[src/hw/rtl/sli_pkg.sv]
// Shared types and codes for the sorted span list intersect block.
package sli_pkg;

   localparam int SPAN_W = 64;

   // operation codes carried on req_tuser
   localparam logic [1:0] OP_LOAD_X = 2'd0;
   localparam logic [1:0] OP_LOAD_Y = 2'd1;
   localparam logic [1:0] OP_ISECT  = 2'd2;

   typedef struct packed {
      logic signed [SPAN_W-1:0] span_end;
      logic signed [SPAN_W-1:0] span_start;
   } span_type;

   // one result pushed from the walk sequencer into the output register
   typedef struct packed {
      logic                     valid;
      logic                     has_span;
      logic                     last;
      logic signed [SPAN_W-1:0] span_start_res;
      logic signed [SPAN_W-1:0] span_end_res;
   } emit_type;

endpackage

[src/hw/rtl/sli_cmp.sv]
// Shared signed 64-bit less-than unit.
module sli_cmp (
   input  logic signed [63:0] a_in,
   input  logic signed [63:0] b_in,
   output logic               lt
);
   import sli_pkg::*;

   assign lt = (a_in < b_in);

endmodule

[src/hw/rtl/sli_span_mem.sv]
// Span list storage: one write port, one registered read port.
module sli_span_mem #(
   parameter int DEPTH = 16
) (
   input  logic                          clock,
   input  logic                          wr_en,
   input  logic [((DEPTH > 1) ? $clog2(DEPTH) : 1)-1:0] wr_addr,
   input  sli_pkg::span_type             wr_data,
   input  logic [((DEPTH > 1) ? $clog2(DEPTH) : 1)-1:0] rd_addr,
   output sli_pkg::span_type             rd_data
);
   import sli_pkg::*;

   span_type mem_ff [DEPTH];
   span_type rd_data_ff;

   always_ff @(posedge clock) begin
      if (wr_en) begin
         mem_ff[wr_addr] <= wr_data;
      end
      rd_data_ff <= mem_ff[rd_addr];
   end

   assign rd_data = rd_data_ff;

endmodule

[src/hw/rtl/sli_walk.sv]
// Two-pointer walk sequencer around one shared comparator.
module sli_walk #(
   parameter int SPAN_SLOTS = 16
) (
   input  logic                                 clock,
   input  logic                                 reset,
   input  logic                                 start,
   input  logic [$clog2(SPAN_SLOTS+1)-1:0]      x_count,
   input  logic [$clog2(SPAN_SLOTS+1)-1:0]      y_count,
   input  sli_pkg::span_type                    x_rd,
   input  sli_pkg::span_type                    y_rd,
   input  logic                                 out_free,
   output logic [$clog2(SPAN_SLOTS+1)-1:0]      x_ptr,
   output logic [$clog2(SPAN_SLOTS+1)-1:0]      y_ptr,
   output sli_pkg::emit_type                    emit,
   output logic                                 done,
   output logic                                 busy
);
   import sli_pkg::*;

   localparam int CNT_W = $clog2(SPAN_SLOTS+1);

   localparam logic [2:0] S_IDLE = 3'd0;
   localparam logic [2:0] S_READ = 3'd1;  // memory read of the pair in flight
   localparam logic [2:0] S_LO   = 3'd2;  // lo = max of starts
   localparam logic [2:0] S_HI   = 3'd3;  // hi = min of ends
   localparam logic [2:0] S_MEET = 3'd4;  // hi >= lo ?
   localparam logic [2:0] S_ADV  = 3'd5;  // advance X or Y
   localparam logic [2:0] S_FIN  = 3'd6;  // flush final result

   logic [2:0]               state_ff, state_in;
   logic [CNT_W-1:0]         x_ptr_ff, x_ptr_in;
   logic [CNT_W-1:0]         y_ptr_ff, y_ptr_in;
   logic                     pend_ff, pend_in;
   logic signed [SPAN_W-1:0] lo_ff, lo_in;
   logic signed [SPAN_W-1:0] hi_ff, hi_in;
   logic signed [SPAN_W-1:0] pend_lo_ff, pend_lo_in;
   logic signed [SPAN_W-1:0] pend_hi_ff, pend_hi_in;
   logic signed [SPAN_W-1:0] cmp_a;
   logic signed [SPAN_W-1:0] cmp_b;
   logic                     cmp_lt;

   sli_cmp u_cmp (
      .a_in (cmp_a),
      .b_in (cmp_b),
      .lt   (cmp_lt)
   );

   // operand select for the shared comparator
   always_comb begin
      cmp_a = '0;
      cmp_b = '0;
      case (state_ff)
         S_LO: begin
            cmp_a = x_rd.span_start;
            cmp_b = y_rd.span_start;
         end
         S_HI: begin
            cmp_a = y_rd.span_end;
            cmp_b = x_rd.span_end;
         end
         S_MEET: begin
            cmp_a = hi_ff;
            cmp_b = lo_ff;
         end
         S_ADV: begin
            cmp_a = x_rd.span_end;
            cmp_b = y_rd.span_end;
         end
         default: begin
            cmp_a = '0;
            cmp_b = '0;
         end
      endcase
   end

   always_comb begin
      state_in   = state_ff;
      x_ptr_in   = x_ptr_ff;
      y_ptr_in   = y_ptr_ff;
      pend_in    = pend_ff;
      lo_in      = lo_ff;
      hi_in      = hi_ff;
      pend_lo_in = pend_lo_ff;
      pend_hi_in = pend_hi_ff;
      emit       = '0;
      done       = 1'b0;
      case (state_ff)
         S_IDLE: begin
            if (start) begin
               x_ptr_in = '0;
               y_ptr_in = '0;
               pend_in  = 1'b0;
               if (x_count == '0 || y_count == '0) begin
                  state_in = S_FIN;
               end else begin
                  state_in = S_READ;
               end
            end
         end
         S_READ: begin
            state_in = S_LO;
         end
         S_LO: begin
            lo_in    = cmp_lt ? y_rd.span_start : x_rd.span_start;
            state_in = S_HI;
         end
         S_HI: begin
            hi_in    = cmp_lt ? y_rd.span_end : x_rd.span_end;
            state_in = S_MEET;
         end
         S_MEET: begin
            if (!cmp_lt) begin
               // a new span replaces the held one, which is then not the last
               if (!pend_ff || out_free) begin
                  emit.valid          = pend_ff;
                  emit.has_span       = 1'b1;
                  emit.span_start_res = pend_lo_ff;
                  emit.span_end_res   = pend_hi_ff;
                  pend_in             = 1'b1;
                  pend_lo_in          = lo_ff;
                  pend_hi_in          = hi_ff;
                  state_in            = S_ADV;
               end
            end else begin
               state_in = S_ADV;
            end
         end
         S_ADV: begin
            if (cmp_lt) begin
               x_ptr_in = x_ptr_ff + 1'b1;
            end else begin
               y_ptr_in = y_ptr_ff + 1'b1;
            end
            if (x_ptr_in == x_count || y_ptr_in == y_count) begin
               state_in = S_FIN;
            end else begin
               state_in = S_READ;
            end
         end
         S_FIN: begin
            if (out_free) begin
               emit.valid          = 1'b1;
               emit.has_span       = pend_ff;
               emit.last           = 1'b1;
               emit.span_start_res = pend_ff ? pend_lo_ff : '0;
               emit.span_end_res   = pend_ff ? pend_hi_ff : '0;
               done                = 1'b1;
               state_in            = S_IDLE;
            end
         end
         default: begin
            state_in = S_IDLE;
         end
      endcase
   end

   always_ff @(posedge clock) begin
      if (reset) begin
         state_ff <= S_IDLE;
         x_ptr_ff <= '0;
         y_ptr_ff <= '0;
         pend_ff  <= 1'b0;
      end else begin
         state_ff <= state_in;
         x_ptr_ff <= x_ptr_in;
         y_ptr_ff <= y_ptr_in;
         pend_ff  <= pend_in;
      end
   end

   always_ff @(posedge clock) begin
      lo_ff      <= lo_in;
      hi_ff      <= hi_in;
      pend_lo_ff <= pend_lo_in;
      pend_hi_ff <= pend_hi_in;
   end

   assign x_ptr = x_ptr_ff;
   assign y_ptr = y_ptr_ff;
   assign busy  = (state_ff != S_IDLE);

endmodule

[src/hw/rtl/sorted_interval_list_intersect.sv]
// Top level: sorted span list intersect with load handshake and result register.
//
// Two lists of closed signed 64-bit spans, X and Y, are loaded one item per
// cycle while no intersect runs (req_tuser = 0 for X, 1 for Y); a load into
// a full list is dropped and a load gives no result. An intersect item
// (req_tuser = 2) walks both lists with two pointers and returns one item
// per overlapping pair, [max of starts, min of ends], in walk order; the
// final item has rsp_tlast set. If either list is empty or nothing overlaps,
// a single item with rsp_tuser (has_span) low, zero span fields and rsp_tlast
// high is returned. Both lists are empty again afterwards. req_tuser = 3 is
// ignored. An intersect holds req_tready low until its final item is handed
// off; at most x_count + y_count - 1 pairs are visited, and each visited
// pair costs one registered list read plus four passes through the single
// shared 64-bit comparator (max of starts, min of ends, overlap test,
// advance decision); a final state then hands off the last item.
// Output back-pressure stalls the walk only when a new result finds the
// output register still full. No clearing pass after reset: list contents
// are tracked by the fill counts alone.
module sorted_interval_list_intersect #(
   parameter int SPAN_SLOTS = 16
) (
   input  logic         clock,
   input  logic         reset,
   input  logic         req_tvalid,
   output logic         req_tready,
   input  logic [127:0] req_tdata,   // [63:0] span_start, [127:64] span_end
   input  logic [1:0]   req_tuser,   // [1:0] operation
   output logic         rsp_tvalid,
   input  logic         rsp_tready,
   output logic [127:0] rsp_tdata,   // [63:0] span_start_res, [127:64] span_end_res
   output logic         rsp_tuser,   // [0] has_span
   output logic         rsp_tlast
);
   import sli_pkg::*;

   localparam int CNT_W = $clog2(SPAN_SLOTS+1);
   localparam int IDX_W = (SPAN_SLOTS > 1) ? $clog2(SPAN_SLOTS) : 1;
   localparam logic [CNT_W-1:0] CNT_MAX = CNT_W'(SPAN_SLOTS);

   logic [CNT_W-1:0] x_count_ff, x_count_in;
   logic [CNT_W-1:0] y_count_ff, y_count_in;
   logic             rsp_valid_ff, rsp_valid_in;
   logic             rsp_has_ff;
   logic             rsp_last_ff;
   logic [127:0]     rsp_data_ff;

   logic             accept;
   logic             load_x;
   logic             load_y;
   logic             walk_start;
   logic             walk_done;
   logic             walk_busy;
   logic             out_free;
   logic [CNT_W-1:0] x_ptr;
   logic [CNT_W-1:0] y_ptr;
   span_type         in_span;
   span_type         x_rd;
   span_type         y_rd;
   emit_type         emit;

   assign req_tready = !walk_busy;
   assign accept     = req_tvalid && req_tready;

   assign in_span = '{span_end: req_tdata[127:64], span_start: req_tdata[63:0]};

   // full lists silently drop further loads
   assign load_x     = accept && (req_tuser == OP_LOAD_X) && (x_count_ff < CNT_MAX);
   assign load_y     = accept && (req_tuser == OP_LOAD_Y) && (y_count_ff < CNT_MAX);
   assign walk_start = accept && (req_tuser == OP_ISECT);

   sli_span_mem #(.DEPTH(SPAN_SLOTS)) u_x_mem (
      .clock   (clock),
      .wr_en   (load_x),
      .wr_addr (x_count_ff[IDX_W-1:0]),
      .wr_data (in_span),
      .rd_addr (x_ptr[IDX_W-1:0]),
      .rd_data (x_rd)
   );

   sli_span_mem #(.DEPTH(SPAN_SLOTS)) u_y_mem (
      .clock   (clock),
      .wr_en   (load_y),
      .wr_addr (y_count_ff[IDX_W-1:0]),
      .wr_data (in_span),
      .rd_addr (y_ptr[IDX_W-1:0]),
      .rd_data (y_rd)
   );

   sli_walk #(.SPAN_SLOTS(SPAN_SLOTS)) u_walk (
      .clock    (clock),
      .reset    (reset),
      .start    (walk_start),
      .x_count  (x_count_ff),
      .y_count  (y_count_ff),
      .x_rd     (x_rd),
      .y_rd     (y_rd),
      .out_free (out_free),
      .x_ptr    (x_ptr),
      .y_ptr    (y_ptr),
      .emit     (emit),
      .done     (walk_done),
      .busy     (walk_busy)
   );

   // fill counts; cleared when the intersect hands off its final item
   always_comb begin
      x_count_in = x_count_ff;
      y_count_in = y_count_ff;
      if (walk_done) begin
         x_count_in = '0;
         y_count_in = '0;
      end else begin
         if (load_x) begin
            x_count_in = x_count_ff + 1'b1;
         end
         if (load_y) begin
            y_count_in = y_count_ff + 1'b1;
         end
      end
   end

   // output register: the walk may write it when empty or being drained
   assign out_free = !rsp_valid_ff || rsp_tready;

   always_comb begin
      rsp_valid_in = rsp_valid_ff;
      if (emit.valid) begin
         rsp_valid_in = 1'b1;
      end else if (rsp_tready) begin
         rsp_valid_in = 1'b0;
      end
   end

   always_ff @(posedge clock) begin
      if (reset) begin
         x_count_ff   <= '0;
         y_count_ff   <= '0;
         rsp_valid_ff <= 1'b0;
      end else begin
         x_count_ff   <= x_count_in;
         y_count_ff   <= y_count_in;
         rsp_valid_ff <= rsp_valid_in;
      end
   end

   always_ff @(posedge clock) begin
      if (emit.valid) begin
         rsp_data_ff <= {emit.span_end_res, emit.span_start_res};
         rsp_has_ff  <= emit.has_span;
         rsp_last_ff <= emit.last;
      end
   end

   assign rsp_tvalid = rsp_valid_ff;
   assign rsp_tdata  = rsp_data_ff;
   assign rsp_tuser  = rsp_has_ff;
   assign rsp_tlast  = rsp_last_ff;

`ifndef NO_ASSERTIONS
   // the walk never pushes a result while loads are being taken
   a_emit_only_busy: assert property (@(posedge clock) disable iff (reset)
      emit.valid |-> !req_tready)
      else $error("result pushed while block idle");

   // the walk never overwrites a result that is still waiting
   a_no_overwrite: assert property (@(posedge clock) disable iff (reset)
      emit.valid |-> out_free)
      else $error("output register overwritten");

   a_count_bound: assert property (@(posedge clock) disable iff (reset)
      (x_count_ff <= CNT_MAX) && (y_count_ff <= CNT_MAX))
      else $error("list count beyond capacity");

   a_done_clears: assert property (@(posedge clock) disable iff (reset)
      walk_done |=> (x_count_ff == '0) && (y_count_ff == '0))
      else $error("lists not cleared after intersect");

   // an empty result is always the only, hence last, item with zero fields
   a_empty_last: assert property (@(posedge clock) disable iff (reset)
      (rsp_tvalid && !rsp_tuser) |-> (rsp_tlast && (rsp_tdata == '0)))
      else $error("empty result malformed");
`endif

endmodule
[config.mk]
export PLATFORM = sky130hd
export DESIGN_NAME = sorted_interval_list_intersect
export DESIGN_NICKNAME = d
export VERILOG_FILES = /design/src/hw/rtl/sli_pkg.sv /design/src/hw/rtl/sli_cmp.sv /design/src/hw/rtl/sli_span_mem.sv /design/src/hw/rtl/sli_walk.sv /design/src/hw/rtl/sorted_interval_list_intersect.sv
export SDC_FILE = /design/constraint.sdc
export NUM_CORES = 2
export LEC_CHECK = 0
export BUFFER_PORTS_ARGS = -buffer_cell sky130_fd_sc_hd__buf_2
export CAP_MARGIN = 20
export CELL_PAD_IN_SITES_DETAIL_PLACEMENT = 1
export CELL_PAD_IN_SITES_GLOBAL_PLACEMENT = 2
export CORE_MARGIN = 5
export CORE_UTILIZATION = 45
export DETAILED_ROUTE_END_ITERATION = 6
export PLACE_DENSITY = 0.68
export SYNTH_ARGS = -nofsm -noshare
export SYNTH_HDL_FRONTEND = slang
export SYNTH_SLANG_ARGS = --single-unit
[constraint.sdc]
create_clock -name clock -period 16.5 [get_ports clock]
set_input_delay 1.65 -clock clock [delete_from_list [all_inputs] [get_ports clock]]
set_output_delay 1.65 -clock clock [all_outputs]
set_load 0.02 [all_outputs]
==> results.tsv <==
stage	metric	value	unit
hold_path	hp-class	flop to flop	
route	vias	86170	
clocking	ctsResizeCount	0	
clocking	cts-buffers-inserted	476	
power_and_ir_drop	ir_worst_vdd	0.0002752	V
global_routing	overflow	0	
critical_path	worstSetupPathType	flop to flop	
cells_and_area	final_nets	8303	
route	drtIter0Drc	10334	
timing	clock_skew	0.03906	ns
critical_path	start_kind	flop	
critical_path	reg2reg_depth	19	
cells_and_area	design_area	203700	sq um
job	cap_violations	0	
timing	slew_headroom	8.572	%
critical_path	critical_path.startpoint	u_walk.state_ff[0]	
clocking	cts_hold_buf	0	
critical_path	crit_path_end	rsp_tdata[21]	
yosys	syn_inst	7547	
yosys	synth_area	179200	sq um
place	dpl.hpwl	310000	um
yosys	ys_async_sr_fraction	0	%
critical_path	arrival	9.33	ns
cells_and_area	areaGrowthSynthToFinish	13.66	%
global_routing	grt_pass1_vias	87083	
global_routing	antenna_found_initial	120	
critical_path	r2r_slack	7.87	ns
floorplanning	die_area	411000	sq um
yosys	yosysUniqueCellTypes	67	
route	wl	531900	um
yosys	ys.flop_type	edfxtp_1	
critical_path	cp_max_fo	130	
cells_and_area	layout-drive-gt1-share	30.92	%
route	via_per_inst	6.246	
timing	fin_crit_sh	52.28	%
yosys	synth_edf_count	4482	
place	gp_congestion	0.8257	
critical_path	timing.rr.start	u_walk.state_ff[0]	
floorplanning	die_y	641.1	um
clocking	path_clk_slew	0.06	ns
critical_path	required	17.21	ns
power_and_ir_drop	p_leak	62.04	nW
global_routing	grt_max_degree	131	
floorplanning	start_util	45.23	%
yosys	syn_nets	7754	
timing	drv_slew	0	
timing	worst_pin_slew	1.371	ns
timing	finalSetupTns	0	ns
floorplanning	io_pins	266	
place	io_buffers	265	
critical_path	r2r-end	rsp_tdata[21]	
clocking	cts_setup_buffers	0	
floorplanning	core_area	396300	sq um
yosys	yosysSeqAreaShare	78.23	%
clocking	h-tree-depth	5	
route	avgRoutedWirePerCell	38.55	um
timing	max_freq	0.1159	GHz
floorplanning	rows	231	
route	dr.pass1.iters	6	
yosys	avgSynthCellArea	23.75	sq um
timing	min_period	8.626	ns
critical_path	critPathCaptureType	flop	
timing	setup_viol	0	
cells_and_area	fill_cells	33851	
global_routing	grt_usage	25.68	%
run_status	outcome	complete, no violations	
clocking	cts_root_buffer	clkbuf_16	
power_and_ir_drop	power_density	137.8	nW/um^2
route	ant_nets	0	
yosys	synth-seq-cells	4763	
place	dpl_cell_area	187700	sq um
floorplanning	die_w	641.1	um
timing	hold_violations	0	
clocking	clock_sink_count	4763	
route	remaining_drc_errors	0	
clocking	cts_tree	built	
clocking	clock_latency	1.00	ns
global_routing	grt_pass1_wl	731800	um
yosys	synth_warnings	0	
clocking	clk_path_buf_depth	4	
timing	rsz0062_at_grt	false	
synthesized netlist by cell type, types with 2 or more instances:
library cell  instances  area (sq um)
buf_1                82         307.8
o221ai_1              2         17.52
nor2b_1             162          1013
mux2i_1             284          2843
nor4bb_1              2         20.02
a211oi_1             37         277.8
a21oi_1              60         300.3
and4_1                4         35.03
xnor2_1              11         96.34
inv_1                11         41.29
o21a_1                3         22.52
a22oi_1               2         15.01
o21ai_0              15         75.07
a311oi_1              6         52.55
o22a_1               63         551.8
nand2_1              41         153.9
ha_1                 73         913.4
o22ai_1              65         406.6
nor3_1               17         85.08
mux4_2             1251         28170
o211ai_1              3         22.52
nand2b_1              7         43.79
a31oi_1               2         12.51
nand4_1              12         75.07
xor2_1                9         78.83
nand3_1              10         50.05
and2_1                2         12.51
buf_2                39         195.2
or2_2                 3         18.77
clkbuf_1            272          1021
mux2_2              128          1441
and3_1                3         18.77
edfxtp_1           4482        134600
dfxtp_1             281          5625
nor2_1               64         240.2
a21o_1                8         60.06
area by class of cell:
type / count / area (sq um) / area share [%]
diodes: 40 / 100.1 / 0.04914
clock buffers: 637 / 13210 / 6.483
clock inverters: 260 / 2683 / 1.317
inverters: 12 / 45.04 / 0.02211
multi-input cells: 2378 / 37710 / 18.51
flip-flops and latches: 4763 / 140200 / 68.85
well taps: 5242 / 6559 / 3.220
repair buffers: 465 / 3161 / 1.551
power by group:
| part | leakage, nW | total, mW | internal (mW) | switching (mW) |
|---|---|---|---|---|
| logic | 11.4 | 3.05 | 1.30 | 1.75 |
| clock network | 7.80 | 10.9 | 6.31 | 4.60 |
| registers | 42.9 | 14.1 | 13.8 | 0.321 |
metal layers:
| layer | up-vias | share of wire [%] | wire length [um] | GRT usage (%) |
|---|---|---|---|---|
| met1 | 47977 | 41 | 216700 | 36.97 |
| met2 | 3981 | 48 | 257700 | 41.14 |
| met3 | 848 | 7.6 | 40440 | 3.876 |
| met4 | 34 | 3.2 | 16890 | 7.428 |
| met5 | - | 0.043 | 228 | 0 |
| li1 | 33330 | - | - | - |
worst max-delay path, cell delays in order, from the launching register on:
cell and delay (ns):
dfxtp_4 0.79, buf_4 0.84, buf_4 0.85, buf_4 0.77, mux2i_1 0.19, o22a_1 0.22
ha_1 0.33, a211oi_1 0.28, o211ai_1 0.15, o221ai_1 0.51, nand4_1 0.23, a22oi_2 0.59
a21oi_4 0.27, inv_2 0.16, a2111oi_4 0.05, buf_12 0.28, a21oi_4 0.17, buf_4 0.48
buf_4 0.70, nor2b_1 0.15
kinds of logic after synthesis:
family	share of synthesized area (%)
adder cells (fa/ha/maj)	0.5096
flip-flops	78.23
buffers and inverters	0.8817
AND/OR/NAND/NOR	1.043
AO/OA/AOI/OAI	1.129
XOR/XNOR	0.09773
multiplexers	18.11
metrics by stage:
| step | utilization, % | setup WS (ns) | power, mW | hold WS [ns] | instances |
|---|---|---|---|---|---|
| CTS | 51.37 | 7.797 | 28.28 | 0.4536 | 13754 |
| global route | 51.39 | 7.479 | 29.05 | 0.4708 | 13765 |
| detailed placement | 47.36 | 7.817 | 17.40 | 0.4412 | 12857 |
| global placement | 47.35 | 8.002 | 17.31 | 0.4465 | 12854 |
| finish | 51.41 | 7.874 | 28.06 | 0.4541 | 13797 |
| floorplan | - | 3.592 | 16.34 | 0.4181 | 7547 |
worst min-delay path by stage:
stage | slack, ns | startpoint | cells past startpoint | endpoint
after floorplan | 0.42 | u_walk.lo_ff[0] | 0 | u_walk.pend_lo_ff[0]
after global placement | 0.45 | u_walk.lo_ff[28] | 0 | u_walk.pend_lo_ff[28]
after detailed placement | 0.44 | u_walk.lo_ff[39] | 0 | u_walk.pend_lo_ff[39]
after CTS | 0.45 | u_walk.lo_ff[60] | 0 | u_walk.pend_lo_ff[60]
after global routing | 0.47 | u_walk.hi_ff[10] | 0 | u_walk.pend_hi_ff[10]
final | 0.45 | u_walk.lo_ff[60] | 0 | u_walk.pend_lo_ff[60]
cells in the final DEF (no fill, tap or decap), drive strengths merged, types with 65 or more instances in the layout:
master / Yosys / final
mux2: 128 / 128
mux4: 1251 / 1251
mux2i: 284 / 284
nor2b: 162 / 162
buf: 122 / 465
ha: 73 / 73
edfxtp: 4482 / 4482
dfxtp: 281 / 281
o22ai: 65 / 65
clkinv: 0 / 194
clkbuf: 272 / 637
flip-flops by register name, summed over array words and instances (netlist names):
register / cells
u_x_mem.rd_data: 128
u_walk.pend_hi_ff: 64
u_walk.state_ff: 3
u_walk.lo_ff: 64
u_walk.y_ptr: 5
y_count_ff: 5
x_count_ff: 5
u_x_mem.mem_ff: 2048
u_walk.pend_ff: 1
u_walk.hi_ff: 64
u_walk.x_ptr: 5
rsp_tdata: 128
rsp_tvalid: 1
rsp_tlast: 1
rsp_tuser: 1
u_y_mem.mem_ff: 2048
u_walk.pend_lo_ff: 64
u_y_mem.rd_data: 128
Note: power is estimated with default switching activity, not from simulation.
